$ cat src/hdl/rhcm_pkg.sv
// ----------------------------------------------------------------------------
// rhcm_pkg
// Shared widths, constants and types of the RGB565 to HSL color matcher.
// ----------------------------------------------------------------------------
`default_nettype none

package rhcm_pkg;

   localparam int PIXEL_W   = 16;
   localparam int CHAN_W    = 8;
   localparam int SUM_W     = 9;
   localparam int LUMX_W    = 12;
   localparam int PROD_W    = 24;
   localparam int CSR_IDX_W = 3;

   // divider geometry; numerator and quotient widths shared by both
   localparam int DIV_NUM_W = 16;
   localparam int DIV_QUO_W = 8;
   localparam int HUE_DEN_W = 8;
   localparam int SAT_DEN_W = 9;

   localparam logic [CHAN_W-1:0] HSL_SCALE  = 8'd240;
   localparam logic [CHAN_W-1:0] HUE_SIXTH  = 8'd40;
   localparam logic [CHAN_W-1:0] HUE_GREEN  = 8'd80;
   localparam logic [CHAN_W-1:0] HUE_BLUE   = 8'd160;
   localparam logic [SUM_W-1:0]  LUM_TWICE  = 9'd480;

   // luminance is floor(8 * sum / 17), i.e. sum * 240 / 255 / 2
   localparam logic [LUMX_W-1:0] LUM_RECIP  = 12'd3855;
   localparam logic [LUMX_W-1:0] LUM_DIV    = 12'd17;

   // luminance zero and luminance at or below half scale, as sum bounds
   localparam logic [SUM_W-1:0]  SUM_LUM_ZERO_MAX = 9'd2;
   localparam logic [SUM_W-1:0]  SUM_LUM_LOW_MAX  = 9'd257;

   localparam logic [CHAN_W-1:0] RST_HUE_LOW  = 8'd130;
   localparam logic [CHAN_W-1:0] RST_HUE_HIGH = 8'd170;
   localparam logic [CHAN_W-1:0] RST_SAT_LOW  = 8'd100;
   localparam logic [CHAN_W-1:0] RST_SAT_HIGH = 8'd240;
   localparam logic [CHAN_W-1:0] RST_LUM_LOW  = 8'd20;
   localparam logic [CHAN_W-1:0] RST_LUM_HIGH = 8'd120;

   typedef enum logic [CSR_IDX_W-1:0] {
      CSR_HUE_LOW  = 3'd0,
      CSR_HUE_HIGH = 3'd1,
      CSR_SAT_LOW  = 3'd2,
      CSR_SAT_HIGH = 3'd3,
      CSR_LUM_LOW  = 3'd4,
      CSR_LUM_HIGH = 3'd5
   } csr_index_type;

   typedef enum logic [1:0] {
      HUE_SEL_RED,
      HUE_SEL_GREEN,
      HUE_SEL_BLUE
   } hue_sel_type;

   typedef struct packed {
      logic        neg;
      hue_sel_type sel;
      logic        gray;
   } hue_side_type;

   typedef struct packed {
      logic              zero;
      logic              ovf;
      logic [CHAN_W-1:0] lum;
   } sat_side_type;

endpackage

`default_nettype wire

$ cat src/hdl/rhcm_if.sv
// ----------------------------------------------------------------------------
// rhcm_if
// Valid/ready channels of the color matcher: pixel request and HSL response.
// ----------------------------------------------------------------------------
`default_nettype none

interface rhcm_req_if;
   import rhcm_pkg::*;

   logic               valid;
   logic               ready;
   logic [PIXEL_W-1:0] pixel_word;

   modport source (output valid, output pixel_word, input ready);
   modport sink   (input valid, input pixel_word, output ready);
endinterface

interface rhcm_rsp_if;
   import rhcm_pkg::*;

   logic              valid;
   logic              ready;
   logic [CHAN_W-1:0] hue;
   logic [CHAN_W-1:0] saturation;
   logic [CHAN_W-1:0] luminance;
   logic              is_match;

   modport source (output valid, output hue, output saturation, output luminance,
                   output is_match, input ready);
   modport sink   (input valid, input hue, input saturation, input luminance,
                   input is_match, output ready);
endinterface

`default_nettype wire

$ cat src/hdl/rhcm_div_pipe.sv
// ----------------------------------------------------------------------------
// rhcm_div_pipe
// Pipelined restoring divider, one quotient bit per stage, with sideband.
// The numerator must be below den << QUO_W.
// ----------------------------------------------------------------------------
`default_nettype none

module rhcm_div_pipe #(
   parameter int NUM_W  = 16,
   parameter int DEN_W  = 9,
   parameter int QUO_W  = 8,
   parameter int SIDE_W = 1
) (
   input  wire logic              clock,
   input  wire logic [QUO_W-1:0]  en,
   input  wire logic [NUM_W-1:0]  num,
   input  wire logic [DEN_W-1:0]  den,
   input  wire logic [SIDE_W-1:0] side_in,
   output logic      [QUO_W-1:0]  quo,
   output logic      [SIDE_W-1:0] side_out
);

   logic [DEN_W-1:0]  rem_ff  [QUO_W];
   logic [QUO_W-1:0]  qn_ff   [QUO_W];
   logic [DEN_W-1:0]  den_ff  [QUO_W];
   logic [SIDE_W-1:0] side_ff [QUO_W];

   for (genvar k = 0; k < QUO_W; k++) begin : g_stage
      logic [DEN_W-1:0]  rem_prev;
      logic [QUO_W-1:0]  qn_prev;
      logic [DEN_W-1:0]  den_prev;
      logic [SIDE_W-1:0] side_prev;
      logic [DEN_W:0]    trial;
      logic [DEN_W:0]    diff;
      logic              ge;
      logic [DEN_W-1:0]  rem_in;
      logic [QUO_W-1:0]  qn_in;

      if (k == 0) begin : g_first
         assign rem_prev  = DEN_W'(num[NUM_W-1:QUO_W]);
         assign qn_prev   = num[QUO_W-1:0];
         assign den_prev  = den;
         assign side_prev = side_in;
      end else begin : g_next
         assign rem_prev  = rem_ff[k-1];
         assign qn_prev   = qn_ff[k-1];
         assign den_prev  = den_ff[k-1];
         assign side_prev = side_ff[k-1];
      end

      always_comb begin
         trial  = {rem_prev, qn_prev[QUO_W-1]};
         diff   = trial - {1'b0, den_prev};
         ge     = (trial >= {1'b0, den_prev});
         rem_in = ge ? diff[DEN_W-1:0] : trial[DEN_W-1:0];
         qn_in  = {qn_prev[QUO_W-2:0], ge};
      end

      always_ff @(posedge clock) begin
         if (en[k]) begin
            rem_ff[k]  <= rem_in;
            qn_ff[k]   <= qn_in;
            den_ff[k]  <= den_prev;
            side_ff[k] <= side_prev;
         end
      end
   end

   assign quo      = qn_ff[QUO_W-1];
   assign side_out = side_ff[QUO_W-1];

endmodule

`default_nettype wire

$ cat src/hdl/rgb565_hsl_color_match.sv
// ----------------------------------------------------------------------------
// rgb565_hsl_color_match
// RGB565 pixel to HSL (0..240 scale) converter with a window match flag.
// ----------------------------------------------------------------------------
// Takes one RGB565 pixel per clock when not stalled and returns hue,
// saturation and luminance on a 0..240 scale plus a flag that is set when all
// three lie inside the inclusive windows held in six csr registers (index
// 0..5: hue low/high, saturation low/high, luminance low/high; other indexes
// are ignored). There are four stages of unpack and max/min, spread and sum,
// scaling and luminance product, and luminance correction, eight stages for
// the two restoring dividers (hue and saturation, one quotient bit per stage)
// and one output stage. Sustained rate is one pixel per clock when not stalled;
// each stage holds its item under backpressure and empty stages keep filling,
// so the request side stays ready until every stage is occupied. The user must
// write windows only while the pipeline is empty; the block does not enforce it.
// ----------------------------------------------------------------------------
`default_nettype none

module rgb565_hsl_color_match (
   input  wire logic                          clock,
   input  wire logic                          reset,
   rhcm_req_if.sink                           req_bus,
   rhcm_rsp_if.source                         rsp_bus,
   input  wire logic                          csr_wr_en,
   input  wire logic [rhcm_pkg::CSR_IDX_W-1:0] csr_index,
   input  wire logic [rhcm_pkg::CHAN_W-1:0]    csr_wdata
);
   import rhcm_pkg::*;

   localparam int DIV_FIRST = 4;
   localparam int NUM_STG   = DIV_FIRST + DIV_QUO_W + 1;
   localparam int OUT_STG   = NUM_STG - 1;

   // csr registers
   logic [CHAN_W-1:0] hue_low_ff, hue_high_ff, sat_low_ff, sat_high_ff;
   logic [CHAN_W-1:0] lum_low_ff, lum_high_ff;

   always_ff @(posedge clock) begin
      if (reset) begin
         hue_low_ff  <= RST_HUE_LOW;
         hue_high_ff <= RST_HUE_HIGH;
         sat_low_ff  <= RST_SAT_LOW;
         sat_high_ff <= RST_SAT_HIGH;
         lum_low_ff  <= RST_LUM_LOW;
         lum_high_ff <= RST_LUM_HIGH;
      end else if (csr_wr_en) begin
         unique case (csr_index)
            CSR_HUE_LOW:  hue_low_ff  <= csr_wdata;
            CSR_HUE_HIGH: hue_high_ff <= csr_wdata;
            CSR_SAT_LOW:  sat_low_ff  <= csr_wdata;
            CSR_SAT_HIGH: sat_high_ff <= csr_wdata;
            CSR_LUM_LOW:  lum_low_ff  <= csr_wdata;
            CSR_LUM_HIGH: lum_high_ff <= csr_wdata;
            default: ;
         endcase
      end
   end

   // pipeline control: a stage loads when empty or when its successor moves
   logic [NUM_STG-1:0] vld_ff, vld_in, stg_en;

   always_comb begin
      stg_en[OUT_STG] = !vld_ff[OUT_STG] || rsp_bus.ready;
      for (int i = OUT_STG - 1; i >= 0; i--) begin
         stg_en[i] = !vld_ff[i] || stg_en[i+1];
      end
      vld_in = vld_ff;
      for (int i = 0; i < NUM_STG; i++) begin
         if (stg_en[i]) begin
            vld_in[i] = (i == 0) ? req_bus.valid : vld_ff[(i == 0) ? 0 : i - 1];
         end
      end
   end

   always_ff @(posedge clock) begin
      if (reset) begin
         vld_ff <= '0;
      end else begin
         vld_ff <= vld_in;
      end
   end

   assign req_bus.ready = stg_en[0];

   // stage 1: unpack, max, min, dominant channel
   logic [CHAN_W-1:0] r_in, g_in, b_in, mx_a, mn_a, mx_in, mn_in;
   hue_sel_type       sel_in;
   logic [CHAN_W-1:0] s1_r_ff, s1_g_ff, s1_b_ff, s1_mx_ff, s1_mn_ff;
   hue_sel_type       s1_sel_ff;

   always_comb begin
      r_in  = {req_bus.pixel_word[15:11], 3'b000};
      g_in  = {req_bus.pixel_word[10:5], 2'b00};
      b_in  = {req_bus.pixel_word[4:0], 3'b000};
      mx_a  = (g_in > r_in) ? g_in : r_in;
      mx_in = (b_in > mx_a) ? b_in : mx_a;
      mn_a  = (g_in < r_in) ? g_in : r_in;
      mn_in = (b_in < mn_a) ? b_in : mn_a;
      priority if (mx_in == r_in) begin
         sel_in = HUE_SEL_RED;
      end else if (mx_in == g_in) begin
         sel_in = HUE_SEL_GREEN;
      end else begin
         sel_in = HUE_SEL_BLUE;
      end
   end

   always_ff @(posedge clock) begin
      if (stg_en[0]) begin
         s1_r_ff   <= r_in;
         s1_g_ff   <= g_in;
         s1_b_ff   <= b_in;
         s1_mx_ff  <= mx_in;
         s1_mn_ff  <= mn_in;
         s1_sel_ff <= sel_in;
      end
   end

   // stage 2: spread, sum, hue difference magnitude and sign
   logic [CHAN_W-1:0] hd_a, hd_b, dif_in, hmag_in;
   logic [CHAN_W:0]   hd_diff, hd_negd;
   logic [SUM_W-1:0]  sum_in;
   hue_side_type      hside_in;
   logic [CHAN_W-1:0] s2_dif_ff, s2_hmag_ff;
   logic [SUM_W-1:0]  s2_sum_ff;
   hue_side_type      s2_hside_ff;

   always_comb begin
      unique case (s1_sel_ff)
         HUE_SEL_RED: begin
            hd_a = s1_g_ff;
            hd_b = s1_b_ff;
         end
         HUE_SEL_GREEN: begin
            hd_a = s1_b_ff;
            hd_b = s1_r_ff;
         end
         HUE_SEL_BLUE: begin
            hd_a = s1_r_ff;
            hd_b = s1_g_ff;
         end
         default: begin
            hd_a = s1_r_ff;
            hd_b = s1_g_ff;
         end
      endcase
      hd_diff       = {1'b0, hd_a} - {1'b0, hd_b};
      hd_negd       = ~hd_diff + 1'b1;
      hmag_in       = hd_diff[CHAN_W] ? hd_negd[CHAN_W-1:0] : hd_diff[CHAN_W-1:0];
      dif_in        = s1_mx_ff - s1_mn_ff;
      sum_in        = {1'b0, s1_mx_ff} + {1'b0, s1_mn_ff};
      hside_in.neg  = hd_diff[CHAN_W];
      hside_in.sel  = s1_sel_ff;
      hside_in.gray = (s1_mx_ff == s1_mn_ff);
   end

   always_ff @(posedge clock) begin
      if (stg_en[1]) begin
         s2_dif_ff   <= dif_in;
         s2_sum_ff   <= sum_in;
         s2_hmag_ff  <= hmag_in;
         s2_hside_ff <= hside_in;
      end
   end

   // stage 3: scaled numerators, saturation denominator, luminance product
   logic [DIV_NUM_W-1:0] hnum_in, snum_in;
   logic [LUMX_W-1:0]    lumx_in;
   logic [PROD_W-1:0]    prod_in;
   logic [SAT_DEN_W-1:0] sden_in;
   logic                 szero_in;
   logic [DIV_NUM_W-1:0] s3_hnum_ff, s3_snum_ff;
   logic [LUMX_W-1:0]    s3_lumx_ff;
   logic [PROD_W-1:0]    s3_prod_ff;
   logic [SAT_DEN_W-1:0] s3_sden_ff;
   logic                 s3_szero_ff;
   logic [CHAN_W-1:0]    s3_dif_ff;
   hue_side_type         s3_hside_ff;

   always_comb begin
      hnum_in  = (DIV_NUM_W'(s2_hmag_ff) << 5) + (DIV_NUM_W'(s2_hmag_ff) << 3);
      snum_in  = (DIV_NUM_W'(s2_dif_ff) << 8) - (DIV_NUM_W'(s2_dif_ff) << 4);
      lumx_in  = {s2_sum_ff, 3'b000};
      prod_in  = PROD_W'(lumx_in) * PROD_W'(LUM_RECIP);
      sden_in  = (s2_sum_ff <= SUM_LUM_LOW_MAX) ? s2_sum_ff : LUM_TWICE - s2_sum_ff;
      szero_in = s2_hside_ff.gray || (s2_sum_ff <= SUM_LUM_ZERO_MAX) ||
                 (s2_sum_ff >= LUM_TWICE);
   end

   always_ff @(posedge clock) begin
      if (stg_en[2]) begin
         s3_hnum_ff  <= hnum_in;
         s3_snum_ff  <= snum_in;
         s3_lumx_ff  <= lumx_in;
         s3_prod_ff  <= prod_in;
         s3_sden_ff  <= sden_in;
         s3_szero_ff <= szero_in;
         s3_dif_ff   <= s2_dif_ff;
         s3_hside_ff <= s2_hside_ff;
      end
   end

   // stage 4: luminance correction, saturation overflow check
   logic [CHAN_W-1:0]    lq0;
   logic [LUMX_W-1:0]    lrem;
   sat_side_type         sside_in;
   logic [DIV_NUM_W-1:0] s4_hnum_ff, s4_snum_ff;
   logic [SAT_DEN_W-1:0] s4_sden_ff;
   logic [CHAN_W-1:0]    s4_dif_ff;
   hue_side_type         s4_hside_ff;
   sat_side_type         s4_sside_ff;

   always_comb begin
      lq0           = s3_prod_ff[PROD_W-1 -: CHAN_W];
      lrem          = s3_lumx_ff - (LUMX_W'(lq0) << 4) - LUMX_W'(lq0);
      sside_in.lum  = (lrem >= LUM_DIV) ? lq0 + 1'b1 : lq0;
      sside_in.zero = s3_szero_ff;
      sside_in.ovf  = ({1'b0, s3_snum_ff} >= {s3_sden_ff, 8'h00});
   end

   always_ff @(posedge clock) begin
      if (stg_en[3]) begin
         s4_hnum_ff  <= s3_hnum_ff;
         s4_snum_ff  <= s3_snum_ff;
         s4_sden_ff  <= s3_sden_ff;
         s4_dif_ff   <= s3_dif_ff;
         s4_hside_ff <= s3_hside_ff;
         s4_sside_ff <= sside_in;
      end
   end

   // dividers
   logic [DIV_QUO_W-1:0] hue_quo, sat_quo;
   hue_side_type         hue_side;
   sat_side_type         sat_side;

   rhcm_div_pipe #(
      .NUM_W  (DIV_NUM_W),
      .DEN_W  (HUE_DEN_W),
      .QUO_W  (DIV_QUO_W),
      .SIDE_W ($bits(hue_side_type))
   ) u_hue_div (
      .clock    (clock),
      .en       (stg_en[DIV_FIRST +: DIV_QUO_W]),
      .num      (s4_hnum_ff),
      .den      (s4_dif_ff),
      .side_in  (s4_hside_ff),
      .quo      (hue_quo),
      .side_out (hue_side)
   );

   rhcm_div_pipe #(
      .NUM_W  (DIV_NUM_W),
      .DEN_W  (SAT_DEN_W),
      .QUO_W  (DIV_QUO_W),
      .SIDE_W ($bits(sat_side_type))
   ) u_sat_div (
      .clock    (clock),
      .en       (stg_en[DIV_FIRST +: DIV_QUO_W]),
      .num      (s4_snum_ff),
      .den      (s4_sden_ff),
      .side_in  (s4_sside_ff),
      .quo      (sat_quo),
      .side_out (sat_side)
   );

   // output stage: hue sector offset, saturation clamp, window match
   logic [CHAN_W-1:0] hue_in, sat_in;
   logic              match_in;
   logic [CHAN_W-1:0] hue_ff, sat_ff, lum_ff;
   logic              match_ff;

   always_comb begin
      unique case (hue_side.sel)
         HUE_SEL_RED:   hue_in = hue_side.neg ? HSL_SCALE - hue_quo : hue_quo;
         HUE_SEL_GREEN: hue_in = hue_side.neg ? HUE_GREEN - hue_quo : HUE_GREEN + hue_quo;
         HUE_SEL_BLUE:  hue_in = hue_side.neg ? HUE_BLUE - hue_quo : HUE_BLUE + hue_quo;
         default:       hue_in = '0;
      endcase
      if (hue_side.gray) begin
         hue_in = '0;
      end
      priority if (sat_side.zero) begin
         sat_in = '0;
      end else if (sat_side.ovf || sat_quo > HSL_SCALE) begin
         sat_in = HSL_SCALE;
      end else begin
         sat_in = sat_quo;
      end
      match_in = (hue_in >= hue_low_ff) && (hue_in <= hue_high_ff) &&
                 (sat_in >= sat_low_ff) && (sat_in <= sat_high_ff) &&
                 (sat_side.lum >= lum_low_ff) && (sat_side.lum <= lum_high_ff);
   end

   always_ff @(posedge clock) begin
      if (stg_en[OUT_STG]) begin
         hue_ff   <= hue_in;
         sat_ff   <= sat_in;
         lum_ff   <= sat_side.lum;
         match_ff <= match_in;
      end
   end

   assign rsp_bus.valid      = vld_ff[OUT_STG];
   assign rsp_bus.hue        = hue_ff;
   assign rsp_bus.saturation = sat_ff;
   assign rsp_bus.luminance  = lum_ff;
   assign rsp_bus.is_match   = match_ff;

   // checks
   a_accept_enters: assert property (@(posedge clock) disable iff (reset)
      (req_bus.valid && req_bus.ready) |=> vld_ff[0])
      else $error("transfer did not enter first stage");

   a_full_stall: assert property (@(posedge clock) disable iff (reset)
      ((&vld_ff) && !rsp_bus.ready) |-> !req_bus.ready)
      else $error("request ready while pipeline full and stalled");

   a_div_hold: assert property (@(posedge clock) disable iff (reset)
      (vld_ff[DIV_FIRST] && !stg_en[DIV_FIRST]) |=> vld_ff[DIV_FIRST])
      else $error("stalled divider stage lost its item");

   a_out_range: assert property (@(posedge clock) disable iff (reset)
      rsp_bus.valid |-> (rsp_bus.hue <= HSL_SCALE) && (rsp_bus.saturation <= HSL_SCALE))
      else $error("hue or saturation beyond scale");

endmodule

`default_nettype wire

$ cat src/flat_wrapper.sv
// flat-port wrapper written by rule: the top's interface ports become plain ports
module rgb565_hsl_color_match_flat import rhcm_pkg::*;
  (clock, reset, csr_wr_en, csr_index, csr_wdata, req_bus_valid, req_bus_pixel_word, req_bus_ready, rsp_bus_valid, rsp_bus_hue, rsp_bus_saturation, rsp_bus_luminance, rsp_bus_is_match, rsp_bus_ready);
  rhcm_req_if req_bus_i ();
  rhcm_rsp_if rsp_bus_i ();
  input  wire logic clock;
  input  wire logic reset;
  input  wire logic csr_wr_en;
  input  wire logic [rhcm_pkg::CSR_IDX_W-1:0] csr_index;
  input  wire logic [rhcm_pkg::CHAN_W-1:0] csr_wdata;
  input wire logic [$bits(req_bus_i.valid)-1:0] req_bus_valid;
  input wire logic [$bits(req_bus_i.pixel_word)-1:0] req_bus_pixel_word;
  output wire logic [$bits(req_bus_i.ready)-1:0] req_bus_ready;
  output wire logic [$bits(rsp_bus_i.valid)-1:0] rsp_bus_valid;
  output wire logic [$bits(rsp_bus_i.hue)-1:0] rsp_bus_hue;
  output wire logic [$bits(rsp_bus_i.saturation)-1:0] rsp_bus_saturation;
  output wire logic [$bits(rsp_bus_i.luminance)-1:0] rsp_bus_luminance;
  output wire logic [$bits(rsp_bus_i.is_match)-1:0] rsp_bus_is_match;
  input wire logic [$bits(rsp_bus_i.ready)-1:0] rsp_bus_ready;
  assign req_bus_i.valid = req_bus_valid;
  assign req_bus_i.pixel_word = req_bus_pixel_word;
  assign req_bus_ready = req_bus_i.ready;
  assign rsp_bus_valid = rsp_bus_i.valid;
  assign rsp_bus_hue = rsp_bus_i.hue;
  assign rsp_bus_saturation = rsp_bus_i.saturation;
  assign rsp_bus_luminance = rsp_bus_i.luminance;
  assign rsp_bus_is_match = rsp_bus_i.is_match;
  assign rsp_bus_i.ready = rsp_bus_ready;
  rgb565_hsl_color_match u_core (.clock(clock), .reset(reset), .req_bus(req_bus_i), .rsp_bus(rsp_bus_i), .csr_wr_en(csr_wr_en), .csr_index(csr_index), .csr_wdata(csr_wdata));
endmodule
$ cat config.mk
export PLATFORM = sky130hd
export DESIGN_NAME = rgb565_hsl_color_match_flat
export DESIGN_NICKNAME = d
export VERILOG_FILES = /design/src/hdl/rhcm_pkg.sv /design/src/hdl/rhcm_if.sv /design/src/hdl/rhcm_div_pipe.sv /design/src/hdl/rgb565_hsl_color_match.sv /design/src/flat_wrapper.sv
export SDC_FILE = /design/constraint.sdc
export NUM_CORES = 1
export LEC_CHECK = 0
export BUFFER_PORTS_ARGS = -buffer_cell sky130_fd_sc_hd__buf_2
export CORE_AREA = 2 2 251 253
export DETAILED_ROUTE_END_ITERATION = 12
export DIE_AREA = 0 0 253 255
export HOLD_SLACK_MARGIN = 0.12
export PLACE_DENSITY = 0.77
export SLEW_MARGIN = 30
export SYNTH_ARGS = -nofsm -noshare
export SYNTH_HDL_FRONTEND = slang
export SYNTH_HIERARCHICAL = 1
export SYNTH_SLANG_ARGS = --single-unit
$ cat constraint.sdc
create_clock -name clock -period 4.7 [get_ports clock]
set_clock_uncertainty 0.1 [all_clocks]
set_input_delay 0.47 -clock clock [delete_from_list [all_inputs] [get_ports clock]]
set_output_delay 0.47 -clock clock [all_outputs]
set_load 0.02 [all_outputs]
==> impl_metrics.json <==
{
  "wire_per_inst_um": 17.0,
  "n_antenna_cell": 0,
  "nNetsFinal": 3290,
  "holdPathStages": 4,
  "path_common_cell": "fa_1",
  "cts_buffers": 74,
  "synth_top_cell_area_share_pct": 54.8,
  "fin_crit_ps": 4520,
  "route.detailed.drc": 0,
  "worstPathCellList": "fa_1 -> inv_1 -> fa_1 -> fa_1 -> inv_1 -> ha_1 -> ha_4 -> a21oi_2 -> o21ai_1 -> a2111oi_2 -> buf_4 -> nor2_1 -> a211o_1 -> a21oi_2 -> xnor2_1",
  "cts_max_path_buffers": 3,
  "status": "finished, final reports clean",
  "syn_area_um2": 35500,
  "synth_area_leader_cell": "edfxtp_1",
  "drv_slew": 0,
  "netlist_instances": 2749,
  "cp_max_fo": 3,
  "timing.rr.end": "u_core/s3_prod_ff[23]$_DFFE_PP_",
  "fin_crit_sh_pct": 96.1,
  "synth_area_leaders": "edfxtp_1 (55%), ha_1 (11%), inv_1 (3.5%)",
  "drive_gt1_share_pct": 11.3,
  "ys.flop_type": "edfxtp_1",
  "routed_wl_um": 64500,
  "critPathKind": "register to register",
  "grt_max_degree": 65,
  "hp-class": "primary input to register",
  "cp_data_required_time_ps": 4940,
  "synth_edf_count": 648,
  "r2r_start": "u_core/s2_sum_ff[8]$_DFFE_PP_",
  "die_x_um": 253,
  "coreArea_um2": 62200,
  "async_reset_ff_share_pct": 0,
  "tightest_slew_ps": 857,
  "yosysSeqAreaShare_pct": 58.2,
  "globalRouteTotalUtil_pct": 20.3,
  "reg2reg_depth": 15,
  "syn_avg_cell_area_um2": 12.9,
  "dp.cells": 3622,
  "clk_latency_ps": 620,
  "viasPerCell": 5.63,
  "first_global_vias": 22100,
  "route.vias.total": 21300,
  "ant_nets": 0,
  "globalRouteOverflowTotal": 0,
  "maxCapViolCount": 0,
  "die_y_um": 255,
  "critical_path.top_delay_family": "adder cells",
  "ys_warn_count": 6,
  "cts_setup_buffers": 0,
  "start_util_pct": 57.2,
  "antenna_found_initial": 0,
  "ys_ff_latch": 709,
  "synth_cell_types": 93,
  "area_growth_pct": 11.8,
  "cp-end-kind": "register",
  "crit_buf_inv": 3,
  "hold_viol": 0,
  "cp_slowest_stage_delay_ps": 580,
  "rows": 92,
  "place.gp.congestion": 0.871,
  "startpoint_type": "register",
  "slowest_stage": "fa_1",
  "final_cell_mix": "edfxtp_1 (648), inv_1 (326), ha_1 (303)",
  "whs_endpoint": "u_core/vld_ff[12]$_SDFFE_PP0P_",
  "rrSetupSlack_ps": 180,
  "ctsRootBufferMaster": "clkbuf_16",
  "dp.final_hpwl_um": 45800,
  "die_area_um2": 64500,
  "fmax_ghz": 0.221,
  "relSlewSlack_pct": 42.4,
  "setup_viol": 0,
  "io_buffers": 58,
  "clkTransAtPathRegs_ps": 70,
  "clkSinkCount": 709,
  "final_cells": 3782,
  "hp-start": "rsp_bus_ready",
  "drt_pass1_iterations": 5,
  "mostFrequentLayoutCell": "edfxtp_1",
  "cts_tree": "done",
  "io_pins": 59,
  "grt_pass1_wl_um": 106000,
  "htree_levels": 3,
  "arrival_ps": 4760,
  "drtIter0Drc": 1166
}
-- how the worst max path moves through the flow --
stage | start | end | slack, ps | cells after the start
finish | u_core/s2_sum_ff[8]$_DFFE_PP_ | u_core/s3_prod_ff[23]$_DFFE_PP_ | 180 | 15
global route | u_core/s2_sum_ff[8]$_DFFE_PP_ | u_core/s3_prod_ff[23]$_DFFE_PP_ | -40 | 15
CTS | u_core/s2_sum_ff[6]$_DFFE_PP_ | u_core/s3_prod_ff[23]$_DFFE_PP_ | 20 | 15
detailed placement | u_core/s2_sum_ff[6]$_DFFE_PP_ | u_core/s3_prod_ff[23]$_DFFE_PP_ | -30 | 15
global placement | u_core/s2_sum_ff[6]$_DFFE_PP_ | u_core/s3_prod_ff[23]$_DFFE_PP_ | 80 | 15
floorplan | u_core/s2_sum_ff[6]$_DFFE_PP_ | u_core/s3_prod_ff[23]$_DFFE_PP_ | 80 | 14
-- synthesized netlist by cell type (all sizes together) (26+ instances only) --
| master | instances |
|---|---|
| a21o | 58 |
| a21oi | 174 |
| clkbuf | 26 |
| dfxtp | 61 |
| edfxtp | 648 |
| fa | 30 |
| ha | 304 |
| inv | 331 |
| mux2 | 86 |
| mux2i | 59 |
| nand2 | 139 |
| nand3 | 45 |
| nor2 | 158 |
| nor2b | 41 |
| o21a | 33 |
| o21ai | 87 |
| xnor2 | 87 |
| xor2 | 34 |
-- final cells by class --
type | instances | area [um2]
Tap cell | 799 | 1000
Inverter | 331 | 1240
Timing Repair Buffer | 111 | 753
Sequential cell | 709 | 20700
Multi-Input combinational cell | 1697 | 13600
Clock inverter | 36 | 373
Fill cell | 4399 | 22400
Clock buffer | 99 | 2080
-- worst reg2reg max path, stage by stage, from the launching register on --
cell and delay (ps):
edfxtp_1 430, fa_1 580, inv_1 60, fa_1 480, fa_1 540, inv_1 40
ha_1 320, ha_4 270, a21oi_2 170, o21ai_1 110, a2111oi_2 370, buf_4 170
nor2_1 50, a211o_1 310, a21oi_2 160, xnor2_1 70
-- per-stage QoR --
step	setup WS (ps)	area, um2	util (%)	TNS, ps	hold slack [ps]
4_1_cts	23.1	39700	63.8	0	166
3_3_place_gp	77.6	37000	59.5	0	300
6_report	184	39700	63.9	0	223
3_5_place_dp	-27.2	37000	59.5	-27.2	305
5_1_grt	-40.7	39700	63.9	-40.7	241
2_1_floorplan	81.3	35600	-	0	300
-- registers in the layout, indices dropped and copies added, names as in the netlist, 9 cells and up --
register and flops:
u_core/s3_prod_ff 9, u_core/u_hue_div/rem_ff 56, u_core/s4_sside_ff 10, u_core/s4_snum_ff 9, u_core/u_sat_div/rem_ff 63, u_core/u_sat_div/den_ff 63
u_core/u_sat_div/side_ff 80, u_core/s3_snum_ff 9, u_core/s3_hnum_ff 9, u_core/u_hue_div/qn_ff 64, u_core/u_hue_div/den_ff 56, u_core/u_sat_div/qn_ff 64
u_core/u_hue_div/side_ff 32, u_core/vld_ff 13, u_core/s4_hnum_ff 9
-- cells by family (layout without fill, tap and decap cells) --
| logic type | after synthesis | count (layout) | share of synthesized area, % |
|---|---|---|---|
| AND/OR/NAND/NOR | 546 | 546 | 7.54 |
| XOR/XNOR | 121 | 121 | 2.98 |
| adder cells (fa/ha/maj) | 334 | 334 | 12.4 |
| AO/OA/AOI/OAI | 527 | 527 | 10.2 |
| flip-flops | 709 | 709 | 58.2 |
| multiplexers | 145 | 145 | 4.69 |
| other | 1 | 24 | 0.0106 |
| buffers and inverters | 366 | 577 | 3.95 |
-- timing repair --
item / CTS / global route
resized for setup: 1 / 5
hold endpoints to repair: 57 / 0
gates cloned: 0 / 0
hold buffers: 25 / 0
pin swaps: 1 / 2
setup endpoints to repair: 1 / 4
-- routing by layer --
| layer | GRT usage (%) | share of wire (%) |
|---|---|---|
| met4 | 9.03 | 3.6 |
| met1 | 23.5 | 40 |
| met5 | 0 | 0 |
| met3 | 2.89 | 4.1 |
| met2 | 37.4 | 52 |
Power is left out: the tool's default activity adds up to more than one toggle a clock period on the data nets, which glitch-free logic cannot reach.
